==> src/hw/rtl/chs_pkg.sv <==
`timescale 1ns / 1ps
// Shared types and constants for the chained hash set.
// No dependencies; the interfaces, front, back, top level and testbench use it.
package chs_pkg;

    localparam int KEY_W     = 31;
    localparam int CMD_W     = 2;
    localparam int SEL_W     = 4;
    localparam int STATUS_W  = 3;

    // key mod BUCKETS is found four key bits per cycle, MSB first
    localparam int HASH_BITS  = 4;
    localparam int HASH_STEPS = (KEY_W + HASH_BITS - 1) / HASH_BITS;
    localparam int PAD_W      = HASH_BITS * HASH_STEPS;
    localparam int STEP_W     = $clog2(HASH_STEPS);

    typedef enum logic [CMD_W-1:0] {
        CMD_INSERT = 2'd0,
        CMD_REMOVE = 2'd1,
        CMD_READ   = 2'd2
    } cmd_t;

    typedef enum logic [STATUS_W-1:0] {
        ST_INSERTED  = 3'd0,
        ST_DUPLICATE = 3'd1,
        ST_REMOVED   = 3'd2,
        ST_ABSENT    = 3'd3,
        ST_FULL      = 3'd4,
        ST_ENTRY     = 3'd5,
        ST_EMPTY     = 3'd6
    } status_t;

endpackage

==> src/hw/rtl/chs_if.sv <==
`timescale 1ns / 1ps
// Valid/ready channel interfaces for requests and responses.
// Depends on chs_pkg for field widths.
interface chs_in_if;
    logic                         valid;
    logic                         ready;
    logic [chs_pkg::CMD_W-1:0]    command;
    logic [chs_pkg::KEY_W-1:0]    key;
    logic [chs_pkg::SEL_W-1:0]    bucket;

    modport source (output valid, command, key, bucket, input ready);
    modport sink   (input valid, command, key, bucket, output ready);
endinterface

interface chs_out_if;
    logic                         valid;
    logic                         ready;
    logic [chs_pkg::STATUS_W-1:0] status;
    logic [chs_pkg::KEY_W-1:0]    value;
    logic                         last;

    modport source (output valid, status, value, last, input ready);
    modport sink   (input valid, status, value, last, output ready);
endinterface

==> src/hw/rtl/chs_ram.sv <==
`timescale 1ns / 1ps
// Generic simple dual-port RAM: one write port, one read port, registered read.
// No dependencies.
module chs_ram #(
    parameter int WIDTH = 8,
    parameter int DEPTH = 16
) (
    input  logic                                   clk,
    input  logic                                   we,
    input  logic [(DEPTH > 1 ? $clog2(DEPTH) : 1)-1:0] waddr,
    input  logic [WIDTH-1:0]                       wdata,
    input  logic                                   re,
    input  logic [(DEPTH > 1 ? $clog2(DEPTH) : 1)-1:0] raddr,
    output logic [WIDTH-1:0]                       rdata
);

    logic [WIDTH-1:0] mem [DEPTH];

    // write port
    always_ff @(posedge clk)
    begin
        if (we)
        begin
            mem[waddr] <= wdata;
        end
    end

    // read port, data held until the next read
    always_ff @(posedge clk)
    begin
        if (re)
        begin
            rdata <= mem[raddr];
        end
    end

endmodule

==> src/hw/rtl/chs_fifo.sv <==
`timescale 1ns / 1ps
// Small FIFO that decouples the classify front from the execute back.
// No dependencies.
module chs_fifo #(
    parameter int WIDTH = 8,
    parameter int DEPTH = 2
) (
    input  logic             clk,
    input  logic             rst_n,
    input  logic             push,
    input  logic [WIDTH-1:0] wdata,
    output logic             full,
    input  logic             pop,
    output logic [WIDTH-1:0] rdata,
    output logic             empty
);

    localparam int PW   = (DEPTH > 1) ? $clog2(DEPTH) : 1;
    localparam int CNTW = $clog2(DEPTH + 1);

    logic [WIDTH-1:0] mem_reg [DEPTH];
    logic [PW-1:0]    wr_ptr_reg, wr_ptr_next;
    logic [PW-1:0]    rd_ptr_reg, rd_ptr_next;
    logic [CNTW-1:0]  count_reg, count_next;
    logic             do_push, do_pop;

    assign full    = (count_reg == CNTW'(DEPTH));
    assign empty   = (count_reg == '0);
    assign do_push = push && !full;
    assign do_pop  = pop && !empty;
    assign rdata   = mem_reg[rd_ptr_reg];

    // pointer and occupancy update
    always_comb
    begin
        wr_ptr_next = wr_ptr_reg;
        rd_ptr_next = rd_ptr_reg;
        count_next  = count_reg;
        if (do_push)
        begin
            wr_ptr_next = (wr_ptr_reg == PW'(DEPTH - 1)) ? '0 : wr_ptr_reg + PW'(1);
        end
        if (do_pop)
        begin
            rd_ptr_next = (rd_ptr_reg == PW'(DEPTH - 1)) ? '0 : rd_ptr_reg + PW'(1);
        end
        if (do_push && !do_pop)
        begin
            count_next = count_reg + CNTW'(1);
        end
        else if (do_pop && !do_push)
        begin
            count_next = count_reg - CNTW'(1);
        end
    end

    always_ff @(posedge clk or negedge rst_n)
    begin
        if (!rst_n)
        begin
            wr_ptr_reg <= '0;
            rd_ptr_reg <= '0;
            count_reg  <= '0;
        end
        else
        begin
            wr_ptr_reg <= wr_ptr_next;
            rd_ptr_reg <= rd_ptr_next;
            count_reg  <= count_next;
        end
    end

    // storage, no reset
    always_ff @(posedge clk)
    begin
        if (do_push)
        begin
            mem_reg[wr_ptr_reg] <= wdata;
        end
    end

endmodule

==> src/hw/rtl/chs_front.sv <==
`timescale 1ns / 1ps
// Front end: accepts requests, hashes keys (key mod BUCKETS, 4 bits a cycle)
// and queues decoded operations. Depends on chs_pkg and chs_in_if.
module chs_front #(
    parameter int BUCKETS     = 11,
    parameter int CHAIN_DEPTH = 8
) (
    input  logic    clk,
    input  logic    rst_n,
    chs_in_if.sink  request,
    input  logic    clearing,
    output logic    push,
    output logic [chs_pkg::CMD_W + chs_pkg::KEY_W + $clog2(BUCKETS)
                  + $clog2(BUCKETS * CHAIN_DEPTH) : 0] push_data,
    input  logic    full
);

    import chs_pkg::*;

    localparam int BW  = $clog2(BUCKETS);
    localparam int KAW = $clog2(BUCKETS * CHAIN_DEPTH);

    typedef struct packed {
        cmd_t             cmd;
        logic [KEY_W-1:0] key;
        logic [BW-1:0]    bidx;
        logic [KAW-1:0]   base;
        logic             rd_ok;
    } op_t;

    typedef enum logic [2:0] {
        F_IDLE = 3'b001,
        F_HASH = 3'b010,
        F_PUSH = 3'b100
    } fstate_t;

    fstate_t           state_reg, state_next;
    cmd_t              cmd_reg, cmd_next;
    logic [KEY_W-1:0]  key_reg, key_next;
    logic [BW-1:0]     rem_reg, rem_next;
    logic [PAD_W-1:0]  sh_reg, sh_next;
    logic [STEP_W-1:0] step_reg, step_next;
    logic              rd_ok_reg, rd_ok_next;
    logic [BW-1:0]     rem_step;
    logic [BW:0]       trial;
    logic              sel_ok;
    op_t               op;

    assign request.ready = (state_reg == F_IDLE) && !clearing;
    assign sel_ok = (32'(request.bucket) < 32'(BUCKETS));

    // four restoring remainder steps per cycle
    always_comb
    begin
        rem_step = rem_reg;
        trial    = '0;
        for (int j = 0; j < HASH_BITS; j++)
        begin
            trial = {rem_step, sh_reg[PAD_W-1-j]};
            if (trial >= (BW+1)'(BUCKETS))
            begin
                trial = trial - (BW+1)'(BUCKETS);
            end
            rem_step = trial[BW-1:0];
        end
    end

    // operation handed to the back end
    always_comb
    begin
        op.cmd   = cmd_reg;
        op.key   = key_reg;
        op.bidx  = rem_reg;
        op.base  = KAW'(rem_reg) * KAW'(CHAIN_DEPTH);
        op.rd_ok = rd_ok_reg;
    end

    assign push      = (state_reg == F_PUSH);
    assign push_data = op;

    // control
    always_comb
    begin
        state_next = state_reg;
        cmd_next   = cmd_reg;
        key_next   = key_reg;
        rem_next   = rem_reg;
        sh_next    = sh_reg;
        step_next  = step_reg;
        rd_ok_next = rd_ok_reg;
        case (state_reg)
            F_IDLE:
            begin
                if (request.valid && request.ready)
                begin
                    key_next = request.key;
                    case (request.command)
                        CMD_INSERT, CMD_REMOVE:
                        begin
                            cmd_next   = cmd_t'(request.command);
                            rem_next   = '0;
                            sh_next    = PAD_W'(request.key);
                            step_next  = '0;
                            rd_ok_next = 1'b1;
                            state_next = F_HASH;
                        end
                        CMD_READ:
                        begin
                            cmd_next   = CMD_READ;
                            rem_next   = sel_ok ? BW'(request.bucket) : '0;
                            rd_ok_next = sel_ok;
                            state_next = F_PUSH;
                        end
                        default:
                        begin
                            // undefined command: dropped
                            state_next = F_IDLE;
                        end
                    endcase
                end
            end
            F_HASH:
            begin
                rem_next  = rem_step;
                sh_next   = sh_reg << HASH_BITS;
                step_next = step_reg + STEP_W'(1);
                if (step_reg == STEP_W'(HASH_STEPS - 1))
                begin
                    state_next = F_PUSH;
                end
            end
            F_PUSH:
            begin
                if (!full)
                begin
                    state_next = F_IDLE;
                end
            end
            default:
            begin
                state_next = F_IDLE;
            end
        endcase
    end

    always_ff @(posedge clk or negedge rst_n)
    begin
        if (!rst_n)
        begin
            state_reg <= F_IDLE;
        end
        else
        begin
            state_reg <= state_next;
        end
    end

    always_ff @(posedge clk)
    begin
        cmd_reg   <= cmd_next;
        key_reg   <= key_next;
        rem_reg   <= rem_next;
        sh_reg    <= sh_next;
        step_reg  <= step_next;
        rd_ok_reg <= rd_ok_next;
    end

endmodule

==> src/hw/rtl/chs_back.sv <==
`timescale 1ns / 1ps
// Back end: scans, appends, compacts and reads bucket chains held in RAM,
// and drives the response register. Depends on chs_pkg, chs_out_if, chs_ram.
module chs_back #(
    parameter int BUCKETS     = 11,
    parameter int CHAIN_DEPTH = 8
) (
    input  logic      clk,
    input  logic      rst_n,
    input  logic [chs_pkg::CMD_W + chs_pkg::KEY_W + $clog2(BUCKETS)
                  + $clog2(BUCKETS * CHAIN_DEPTH) : 0] pop_data,
    input  logic      empty,
    output logic      pop,
    output logic      clearing,
    chs_out_if.source response
);

    import chs_pkg::*;

    localparam int BW  = $clog2(BUCKETS);
    localparam int KAW = $clog2(BUCKETS * CHAIN_DEPTH);
    localparam int CW  = $clog2(CHAIN_DEPTH + 1);

    typedef struct packed {
        cmd_t             cmd;
        logic [KEY_W-1:0] key;
        logic [BW-1:0]    bidx;
        logic [KAW-1:0]   base;
        logic             rd_ok;
    } op_t;

    typedef enum logic [7:0] {
        B_CLEAR  = 8'b00000001,
        B_IDLE   = 8'b00000010,
        B_COUNT  = 8'b00000100,
        B_SCAN   = 8'b00001000,
        B_SHIFT  = 8'b00010000,
        B_RDREQ  = 8'b00100000,
        B_RDOUT  = 8'b01000000,
        B_RESULT = 8'b10000000
    } bstate_t;

    bstate_t          state_reg, state_next;
    op_t              op_reg, op_next, head;
    logic [CW-1:0]    n_reg, n_next;
    logic [CW-1:0]    iss_idx_reg, iss_idx_next;
    logic [CW-1:0]    chk_idx_reg, chk_idx_next;
    logic             chk_vld_reg, chk_vld_next;
    logic [BW-1:0]    clr_idx_reg, clr_idx_next;
    status_t          res_status_reg, res_status_next;

    logic             out_valid_reg, out_valid_next;
    status_t          out_status_reg, out_status_next;
    logic [KEY_W-1:0] out_value_reg, out_value_next;
    logic             out_last_reg, out_last_next;
    logic             out_free;

    // RAM ports
    logic             cnt_we, cnt_re;
    logic [BW-1:0]    cnt_waddr, cnt_raddr;
    logic [CW-1:0]    cnt_wdata, cnt_rdata;
    logic             key_we, key_re;
    logic [KAW-1:0]   key_waddr, key_raddr;
    logic [KEY_W-1:0] key_wdata, key_rdata;

    logic             hit, issue;
    logic [CW-1:0]    eff_n;

    chs_ram #(.WIDTH(CW), .DEPTH(BUCKETS)) u_cnt_ram (
        .clk   (clk),
        .we    (cnt_we),
        .waddr (cnt_waddr),
        .wdata (cnt_wdata),
        .re    (cnt_re),
        .raddr (cnt_raddr),
        .rdata (cnt_rdata)
    );

    chs_ram #(.WIDTH(KEY_W), .DEPTH(BUCKETS * CHAIN_DEPTH)) u_key_ram (
        .clk   (clk),
        .we    (key_we),
        .waddr (key_waddr),
        .wdata (key_wdata),
        .re    (key_re),
        .raddr (key_raddr),
        .rdata (key_rdata)
    );

    assign head     = pop_data;
    assign clearing = (state_reg == B_CLEAR);
    assign out_free = !out_valid_reg || response.ready;
    assign hit      = chk_vld_reg && (key_rdata == op_reg.key);
    assign eff_n    = op_reg.rd_ok ? cnt_rdata : '0;

    assign response.valid  = out_valid_reg;
    assign response.status = out_status_reg;
    assign response.value  = out_value_reg;
    assign response.last   = out_last_reg;

    // sequencer
    always_comb
    begin
        state_next      = state_reg;
        op_next         = op_reg;
        n_next          = n_reg;
        iss_idx_next    = iss_idx_reg;
        chk_idx_next    = chk_idx_reg;
        chk_vld_next    = chk_vld_reg;
        clr_idx_next    = clr_idx_reg;
        res_status_next = res_status_reg;
        out_valid_next  = out_valid_reg;
        out_status_next = out_status_reg;
        out_value_next  = out_value_reg;
        out_last_next   = out_last_reg;
        pop       = 1'b0;
        issue     = 1'b0;
        cnt_we    = 1'b0;
        cnt_waddr = op_reg.bidx;
        cnt_wdata = '0;
        cnt_re    = 1'b0;
        cnt_raddr = head.bidx;
        key_we    = 1'b0;
        key_waddr = op_reg.base + KAW'(n_reg);
        key_wdata = op_reg.key;
        key_re    = 1'b0;
        key_raddr = op_reg.base + KAW'(iss_idx_reg);

        if (response.ready)
        begin
            out_valid_next = 1'b0;
        end

        case (state_reg)
            B_CLEAR:
            begin
                // zero one bucket count per cycle after reset
                cnt_we       = 1'b1;
                cnt_waddr    = clr_idx_reg;
                clr_idx_next = clr_idx_reg + BW'(1);
                if (clr_idx_reg == BW'(BUCKETS - 1))
                begin
                    state_next = B_IDLE;
                end
            end
            B_IDLE:
            begin
                if (!empty)
                begin
                    pop        = 1'b1;
                    cnt_re     = 1'b1;
                    op_next    = head;
                    state_next = B_COUNT;
                end
            end
            B_COUNT:
            begin
                n_next       = eff_n;
                iss_idx_next = '0;
                chk_vld_next = 1'b0;
                if (op_reg.cmd == CMD_READ)
                begin
                    if (eff_n == '0)
                    begin
                        res_status_next = ST_EMPTY;
                        state_next      = B_RESULT;
                    end
                    else
                    begin
                        state_next = B_RDREQ;
                    end
                end
                else
                begin
                    state_next = B_SCAN;
                end
            end
            B_SCAN:
            begin
                // issue one slot read per cycle, compare the one before
                issue = (iss_idx_reg != n_reg) && !hit;
                if (issue)
                begin
                    key_re       = 1'b1;
                    iss_idx_next = iss_idx_reg + CW'(1);
                end
                chk_vld_next = issue;
                chk_idx_next = iss_idx_reg;
                if (hit)
                begin
                    if (op_reg.cmd == CMD_INSERT)
                    begin
                        res_status_next = ST_DUPLICATE;
                        state_next      = B_RESULT;
                    end
                    else
                    begin
                        iss_idx_next = chk_idx_reg + CW'(1);
                        chk_vld_next = 1'b0;
                        state_next   = B_SHIFT;
                    end
                end
                else if ((iss_idx_reg == n_reg) && !chk_vld_reg)
                begin
                    state_next = B_RESULT;
                    if (op_reg.cmd == CMD_REMOVE)
                    begin
                        res_status_next = ST_ABSENT;
                    end
                    else if (n_reg == CW'(CHAIN_DEPTH))
                    begin
                        res_status_next = ST_FULL;
                    end
                    else
                    begin
                        // append at the chain tail
                        key_we          = 1'b1;
                        cnt_we          = 1'b1;
                        cnt_wdata       = n_reg + CW'(1);
                        res_status_next = ST_INSERTED;
                    end
                end
            end
            B_SHIFT:
            begin
                // move later keys down one slot: read i+1, write i next cycle
                if (chk_vld_reg)
                begin
                    key_we    = 1'b1;
                    key_waddr = op_reg.base + KAW'(chk_idx_reg);
                    key_wdata = key_rdata;
                end
                issue = (iss_idx_reg < n_reg);
                if (issue)
                begin
                    key_re       = 1'b1;
                    iss_idx_next = iss_idx_reg + CW'(1);
                    chk_idx_next = iss_idx_reg - CW'(1);
                end
                chk_vld_next = issue;
                if (!issue && !chk_vld_reg)
                begin
                    cnt_we          = 1'b1;
                    cnt_wdata       = n_reg - CW'(1);
                    res_status_next = ST_REMOVED;
                    state_next      = B_RESULT;
                end
            end
            B_RDREQ:
            begin
                key_re     = 1'b1;
                state_next = B_RDOUT;
            end
            B_RDOUT:
            begin
                if (out_free)
                begin
                    out_valid_next  = 1'b1;
                    out_status_next = ST_ENTRY;
                    out_value_next  = key_rdata;
                    out_last_next   = ((iss_idx_reg + CW'(1)) == n_reg);
                    iss_idx_next    = iss_idx_reg + CW'(1);
                    if ((iss_idx_reg + CW'(1)) == n_reg)
                    begin
                        state_next = B_IDLE;
                    end
                    else
                    begin
                        state_next = B_RDREQ;
                    end
                end
            end
            B_RESULT:
            begin
                if (out_free)
                begin
                    out_valid_next  = 1'b1;
                    out_status_next = res_status_reg;
                    out_value_next  = op_reg.key;
                    out_last_next   = 1'b1;
                    state_next      = B_IDLE;
                end
            end
            default:
            begin
                state_next = B_IDLE;
            end
        endcase
    end

    always_ff @(posedge clk or negedge rst_n)
    begin
        if (!rst_n)
        begin
            state_reg     <= B_CLEAR;
            clr_idx_reg   <= '0;
            chk_vld_reg   <= 1'b0;
            out_valid_reg <= 1'b0;
        end
        else
        begin
            state_reg     <= state_next;
            clr_idx_reg   <= clr_idx_next;
            chk_vld_reg   <= chk_vld_next;
            out_valid_reg <= out_valid_next;
        end
    end

    always_ff @(posedge clk)
    begin
        op_reg         <= op_next;
        n_reg          <= n_next;
        iss_idx_reg    <= iss_idx_next;
        chk_idx_reg    <= chk_idx_next;
        res_status_reg <= res_status_next;
        out_status_reg <= out_status_next;
        out_value_reg  <= out_value_next;
        out_last_reg   <= out_last_next;
    end

endmodule

==> src/hw/rtl/chained_hash_set_unit.sv <==
`timescale 1ns / 1ps
// Chained hash set top level: front (hash), two-entry queue, back (chains).
// Depends on chs_pkg, chs_if, chs_fifo, chs_front, chs_back, chs_ram.
//
// A set of 31-bit keys in BUCKETS chains of up to CHAIN_DEPTH keys, bucket =
// key mod BUCKETS. Insert and remove requests give one response; a read gives
// one entry response per stored key (last marks the final one) or one empty
// response. After reset the block clears the bucket counts and takes no
// request until that pass is done. The front computes key mod BUCKETS four
// key bits a cycle; an insert or remove passes accept, hash and hand-off in
// the front. This overlaps the back end's work on the previous request through
// a two-entry queue. The back end fetches the bucket count, then for insert
// and remove scans the chain through the single key RAM read port (a match
// stops the scan early), compacts the chain after a removal and posts the
// response. A read fetches and posts the stored keys one after another once
// the count is in.
module chained_hash_set_unit #(
    parameter int BUCKETS     = 11,
    parameter int CHAIN_DEPTH = 8
) (
    input  logic      clk,
    input  logic      rst_n,
    chs_in_if.sink    request,
    chs_out_if.source response
);

    import chs_pkg::*;

    localparam int OP_W = CMD_W + KEY_W + $clog2(BUCKETS)
                          + $clog2(BUCKETS * CHAIN_DEPTH) + 1;

    logic            push, full, pop, empty, clearing;
    logic [OP_W-1:0] push_data, pop_data;

    chs_front #(.BUCKETS(BUCKETS), .CHAIN_DEPTH(CHAIN_DEPTH)) u_front (
        .clk       (clk),
        .rst_n     (rst_n),
        .request   (request),
        .clearing  (clearing),
        .push      (push),
        .push_data (push_data),
        .full      (full)
    );

    chs_fifo #(.WIDTH(OP_W), .DEPTH(2)) u_queue (
        .clk   (clk),
        .rst_n (rst_n),
        .push  (push),
        .wdata (push_data),
        .full  (full),
        .pop   (pop),
        .rdata (pop_data),
        .empty (empty)
    );

    chs_back #(.BUCKETS(BUCKETS), .CHAIN_DEPTH(CHAIN_DEPTH)) u_back (
        .clk      (clk),
        .rst_n    (rst_n),
        .pop_data (pop_data),
        .empty    (empty),
        .pop      (pop),
        .clearing (clearing),
        .response (response)
    );

endmodule

==> src/flat_wrapper.sv <==
// flat-port wrapper written by rule: the top's interface ports become plain ports
module chained_hash_set_unit_flat import chs_pkg::*;
#(
    parameter int BUCKETS     = 11,
    parameter int CHAIN_DEPTH = 8
)
  (clk, rst_n, request_valid, request_command, request_key, request_bucket, request_ready, response_valid, response_status, response_value, response_last, response_ready);
  chs_in_if request_i ();
  chs_out_if response_i ();
  input  logic clk;
  input  logic rst_n;
  input wire logic [$bits(request_i.valid)-1:0] request_valid;
  input wire logic [$bits(request_i.command)-1:0] request_command;
  input wire logic [$bits(request_i.key)-1:0] request_key;
  input wire logic [$bits(request_i.bucket)-1:0] request_bucket;
  output wire logic [$bits(request_i.ready)-1:0] request_ready;
  output wire logic [$bits(response_i.valid)-1:0] response_valid;
  output wire logic [$bits(response_i.status)-1:0] response_status;
  output wire logic [$bits(response_i.value)-1:0] response_value;
  output wire logic [$bits(response_i.last)-1:0] response_last;
  input wire logic [$bits(response_i.ready)-1:0] response_ready;
  assign request_i.valid = request_valid;
  assign request_i.command = request_command;
  assign request_i.key = request_key;
  assign request_i.bucket = request_bucket;
  assign request_ready = request_i.ready;
  assign response_valid = response_i.valid;
  assign response_status = response_i.status;
  assign response_value = response_i.value;
  assign response_last = response_i.last;
  assign response_i.ready = response_ready;
  chained_hash_set_unit #(.BUCKETS(BUCKETS), .CHAIN_DEPTH(CHAIN_DEPTH)) u_core (.clk(clk), .rst_n(rst_n), .request(request_i), .response(response_i));
endmodule
==> config.mk <==
export PLATFORM = sky130hd
export DESIGN_NAME = chained_hash_set_unit_flat
export DESIGN_NICKNAME = d
export VERILOG_FILES = /design/src/hw/rtl/chs_pkg.sv /design/src/hw/rtl/chs_if.sv /design/src/hw/rtl/chs_ram.sv /design/src/hw/rtl/chs_fifo.sv /design/src/hw/rtl/chs_front.sv /design/src/hw/rtl/chs_back.sv /design/src/hw/rtl/chained_hash_set_unit.sv /design/src/flat_wrapper.sv
export SDC_FILE = /design/constraint.sdc
export NUM_CORES = 2
export LEC_CHECK = 0
export ABC_AREA = 1
export BUFFER_PORTS_ARGS = -buffer_cell sky130_fd_sc_hd__buf_2
export CORE_MARGIN = 4
export CORE_UTILIZATION = 30
export DETAILED_ROUTE_END_ITERATION = 8
export GPL_TIMING_DRIVEN = 0
export MAX_ROUTING_LAYER = met4
export PLACE_DENSITY_LB_ADDON = 0.1
export SYNTH_ARGS = -nofsm -noshare
export SYNTH_HDL_FRONTEND = slang
export SYNTH_SLANG_ARGS = --single-unit
==> constraint.sdc <==
create_clock -name clk -period 14.25 [get_ports clk]
set_input_delay 0.7125 -clock clk [delete_from_list [all_inputs] [get_ports clk]]
set_output_delay 0.7125 -clock clk [all_outputs]
set_load 0.05 [all_outputs]
==> flow_metrics.py <==
metrics = {
    "timing": {
        "hold_ws_ns": 0.0989,
        "hold_viol_final": 0,
        "tightestPinTransition_ns": 1.59,
        "fin_setup_tns_ns": 0,
        "max_freq_mhz": 138,
        "setup_viol": 0,
        "maxSlewHeadroom_pct": -7.06,
        "final_max_slew_viol_count": 7,
        "rsz0062_at_grt": "false",
        "period_needed_ns": 7.26,
        "fin_skew_ns": 0.0567,
        "period_share_pct": 50.9,
    },
    "die": {
        "row_count": 233,
        "core_mm2": 0.403,
        "die_width_um": 644,
        "ioPinCount": 78,
        "dieArea_mm2": 0.414,
        "die_y_um": 644,
        "start_util_pct": 30.1,
    },
    "global_route": {
        "grt_util_all_layers_pct": 26.1,
        "grt_first_pass_wirelength_um": 720000,
        "grt_overflow": 0,
        "grt_antenna_before_repair": 56,
        "grt_pass1_vias": 80400,
        "grt_max_degree": 37,
    },
    "routing": {
        "dr_total_vias": 85500,
        "ant_nets": 0,
        "routed_via_density": 5.47,
        "drt-pass1-iter-count": 6,
        "wirelength_um": 544000,
        "drt_iter0_markers": 11600,
        "wl_per_cell_um": 34.8,
        "post-route-drc-count": 0,
    },
    "clock_tree": {
        "cts.clk_slew.worst_paths_ns": 0.06,
        "post_cts_resized": 0,
        "cts_tree": "built",
        "clockBufferDepth": 4,
        "clkLatencyLatePin_ns": 0.98,
        "cts_buffers": 346,
        "h-tree-depth": 5,
        "cts_sinks": 3065,
        "clockRootBuffer": "clkbuf_16",
    },
    "critical_path": {
        "cp-end-kind": "register",
        "r2r-start": "u_core.u_back.iss_idx_reg[2]$_DFFE_PP_",
        "crit_fanout": 10,
        "r2r_end": "u_core.u_back.u_key_ram.rdata[14]$_DFFE_PP_",
        "cp.arrival_ns": 7.87,
        "cp-start-kind": "register",
        "crit_type": "reg2reg",
        "reg2reg_depth": 10,
        "critPathLaunch": "u_core.u_back.iss_idx_reg[2]$_DFFE_PP_",
        "r2r_setup_slack_ns": 6.99,
        "crit_required_ns": 14.87,
    },
    "finish": {
        "instances_no_fill": 15600,
        "layout-drive-gt1-share_pct": 11.4,
        "layout_commonest_cell": "edfxtp_1",
        "layout_common_cells": "3044 x edfxtp_1, 1702 x nor2_1, 1593 x o21ai_0",
        "layout.nets": 9974,
        "area_growth_pct": 20.7,
        "nFillCells": 39000,
        "largest_reg_flops": 2728,
        "final_cell_area_mm2": 0.146,
    },
    "placed_design": {
        "place_area_mm2": 0.135,
        "place_congestion": 0.969,
        "dp.cells": 14900,
        "portBuffers": 77,
        "dp_hpwl_um": 400000,
    },
    "yosys": {
        "synthMuxAreaShare_pct": 0.0330,
        "synth_top_family_by_area": "compound AO/OA/AOI/OAI gates",
        "ys_seq_area_share_pct": 75.9,
        "synthCells": 9199,
        "synthTopCellsByArea": "edfxtp_1 75%, o21ai_0 6.7%, nor2_1 5.6%",
        "syn_area_mm2": 0.121,
        "synth-compound-area-share_pct": 12.5,
        "yosysUniqueCellTypes": 53,
        "yosys.area_share.simple_pct": 8.46,
        "synthXorXnorAreaFrac_pct": 0.267,
        "syn_nets": 9264,
        "ys_seq_elements": 3065,
        "synth_edf_count": 3044,
        "synth_top_area_cell": "edfxtp_1",
        "synth_flop_cell": "edfxtp_1",
        "ys_warn_count": 0,
        "synthAdderAreaFrac_pct": 0.248,
        "synth_top_area_share_pct": 75.4,
        "synth.avg_cell_area_um2": 13.2,
        "synthArstFlopShare_pct": 0.685,
    },
    "pwr": {
        "power_leakage_nw": 46.7,
        "irDropWorstVdd_mv": 0.241,
        "p_per_area_mw_per_mm2": 230,
        "finalPower_mw": 33.6,
    },
    "status": {
        "violations": "max-capacitance violations, max-slew violations",
        "status": "complete, but fails checks",
    },
    "hold_path": {
        "hp-class": "in2reg",
        "hold_depth": 2,
        "holdCritStartpoint": "request_command[1]",
        "min_to": "u_core.u_front.cmd_reg[1]$_SDFFCE_PP1P_",
    },
    "job": {
        "drv_cap": 5,
    },
}
[layer usage]
metal | up-vias | track usage, % | share of wire (%)
li1 | 35900 | - | -
met1 | 44500 | 35.5 | 43
met2 | 4326 | 38.7 | 44
met3 | 768 | 4.76 | 8.4
met4 | 0 | 9.95 | 4.5
met5 | - | - | 0
[worst max-delay path by stage]
stage / endpoint / cells after the start / slack, ns
5_1_grt: u_core.u_back.u_key_ram.mem[28][20]$_DFFE_PP_ / 19 / 7.11
3_3_place_gp: u_core.u_back.u_key_ram.mem[46][13]$_DFFE_PP_ / 8 / -2.84
6_report: u_core.u_back.u_key_ram.rdata[14]$_DFFE_PP_ / 10 / 6.99
4_1_cts: u_core.u_back.u_key_ram.mem[28][20]$_DFFE_PP_ / 19 / 7.28
2_1_floorplan: u_core.u_back.u_key_ram.mem[0][30]$_DFFE_PP_ / 8 / 8.59
3_5_place_dp: u_core.u_back.u_key_ram.mem[28][7]$_DFFE_PP_ / 19 / 7.31
[logic make-up (layout without fill, tap and decap cells)]
family                     Yosys count  after routing
DFF                               3065           3065
buffers and inverters              789           1776
and+or+nand+nor                   2609           2609
other                                0             37
xor gates and xnor gates            37             37
muxes                                4              4
AOI/OAI and AO/OA                 2671           2671
adders and majority gates           24             24
[power by group]
group          total (mW)  switching [mW]  internal [mW]  leakage, nW
logic                13.1            10.4           2.73         13.7
clock network        8.83            3.77           5.06         5.35
registers            11.6           0.165           11.5         27.6
total                33.6            14.3           19.3         46.7
[critical path: stages, from the launching register on]
cell,delay [ns]
edfxtp_1,0.81
clkinv_1,0.78
buf_2,0.70
clkbuf_2,0.72
clkbuf_1,0.80
nor2_1,0.30
o22ai_1,0.96
o21ai_0,0.42
o22ai_1,0.55
nor2_1,0.12
a21oi_1,0.67
[final cells by class]
cell class              count  area [um^2]  share of cell area [%]
flip-flops and latches   3065        91900                    62.9
multi-input cells        5345        27100                    18.5
clock buffers             426         9170                    6.27
well taps                5405         6760                    4.63
repair buffers            362         6180                    4.23
plain buffers             631         2630                    1.80
clock inverters           199         1780                    1.21
inverters                 158          596                   0.407
diodes                     37         92.6                  0.0633
[metrics by stage]
step | setup slack (ns) | util [%]
after floorplan | 8.59 | -
after global placement | -2.84 | 31.9
after detailed placement | 7.31 | 33.5
after CTS | 7.28 | 36.3
after global routing | 7.11 | 36.3
final | 6.99 | 36.3
[synth_stat cells, types with 2 or more instances]
master,count
buf_6,2
a211oi_1,24
buf_1,19
nor2_1,1794
nor2_2,2
xor2_1,21
clkinv_1,3
dfrtp_1,19
mux2i_1,4
nor4_1,9
o221ai_1,152
nand2_4,8
nand3_2,3
nand2_2,18
xnor2_1,16
or2_2,15
nor3b_1,2
o22ai_1,651
dfstp_2,2
o311ai_0,3
a31oi_1,33
a21oi_1,92
nand3_1,104
o21ai_0,1625
nor3_1,16
clkbuf_1,454
o21ai_1,28
nand3b_1,3
nor3_2,2
edfxtp_1,3044
and2_1,2
inv_1,149
o32ai_1,46
ha_1,24
nor2_4,2
inv_2,5
buf_4,16
buf_2,140
nand4_1,20
o2111ai_1,3
nand2_1,607
o211ai_1,6
[repair_timing]
action	4_1_cts	5_1_grt
endpoints found under the setup margin	0	0
setup buffers	0	0
hold buffers	32	0
endpoints found under the hold margin	66	0
Note: power is estimated with default switching activity, not from simulation.
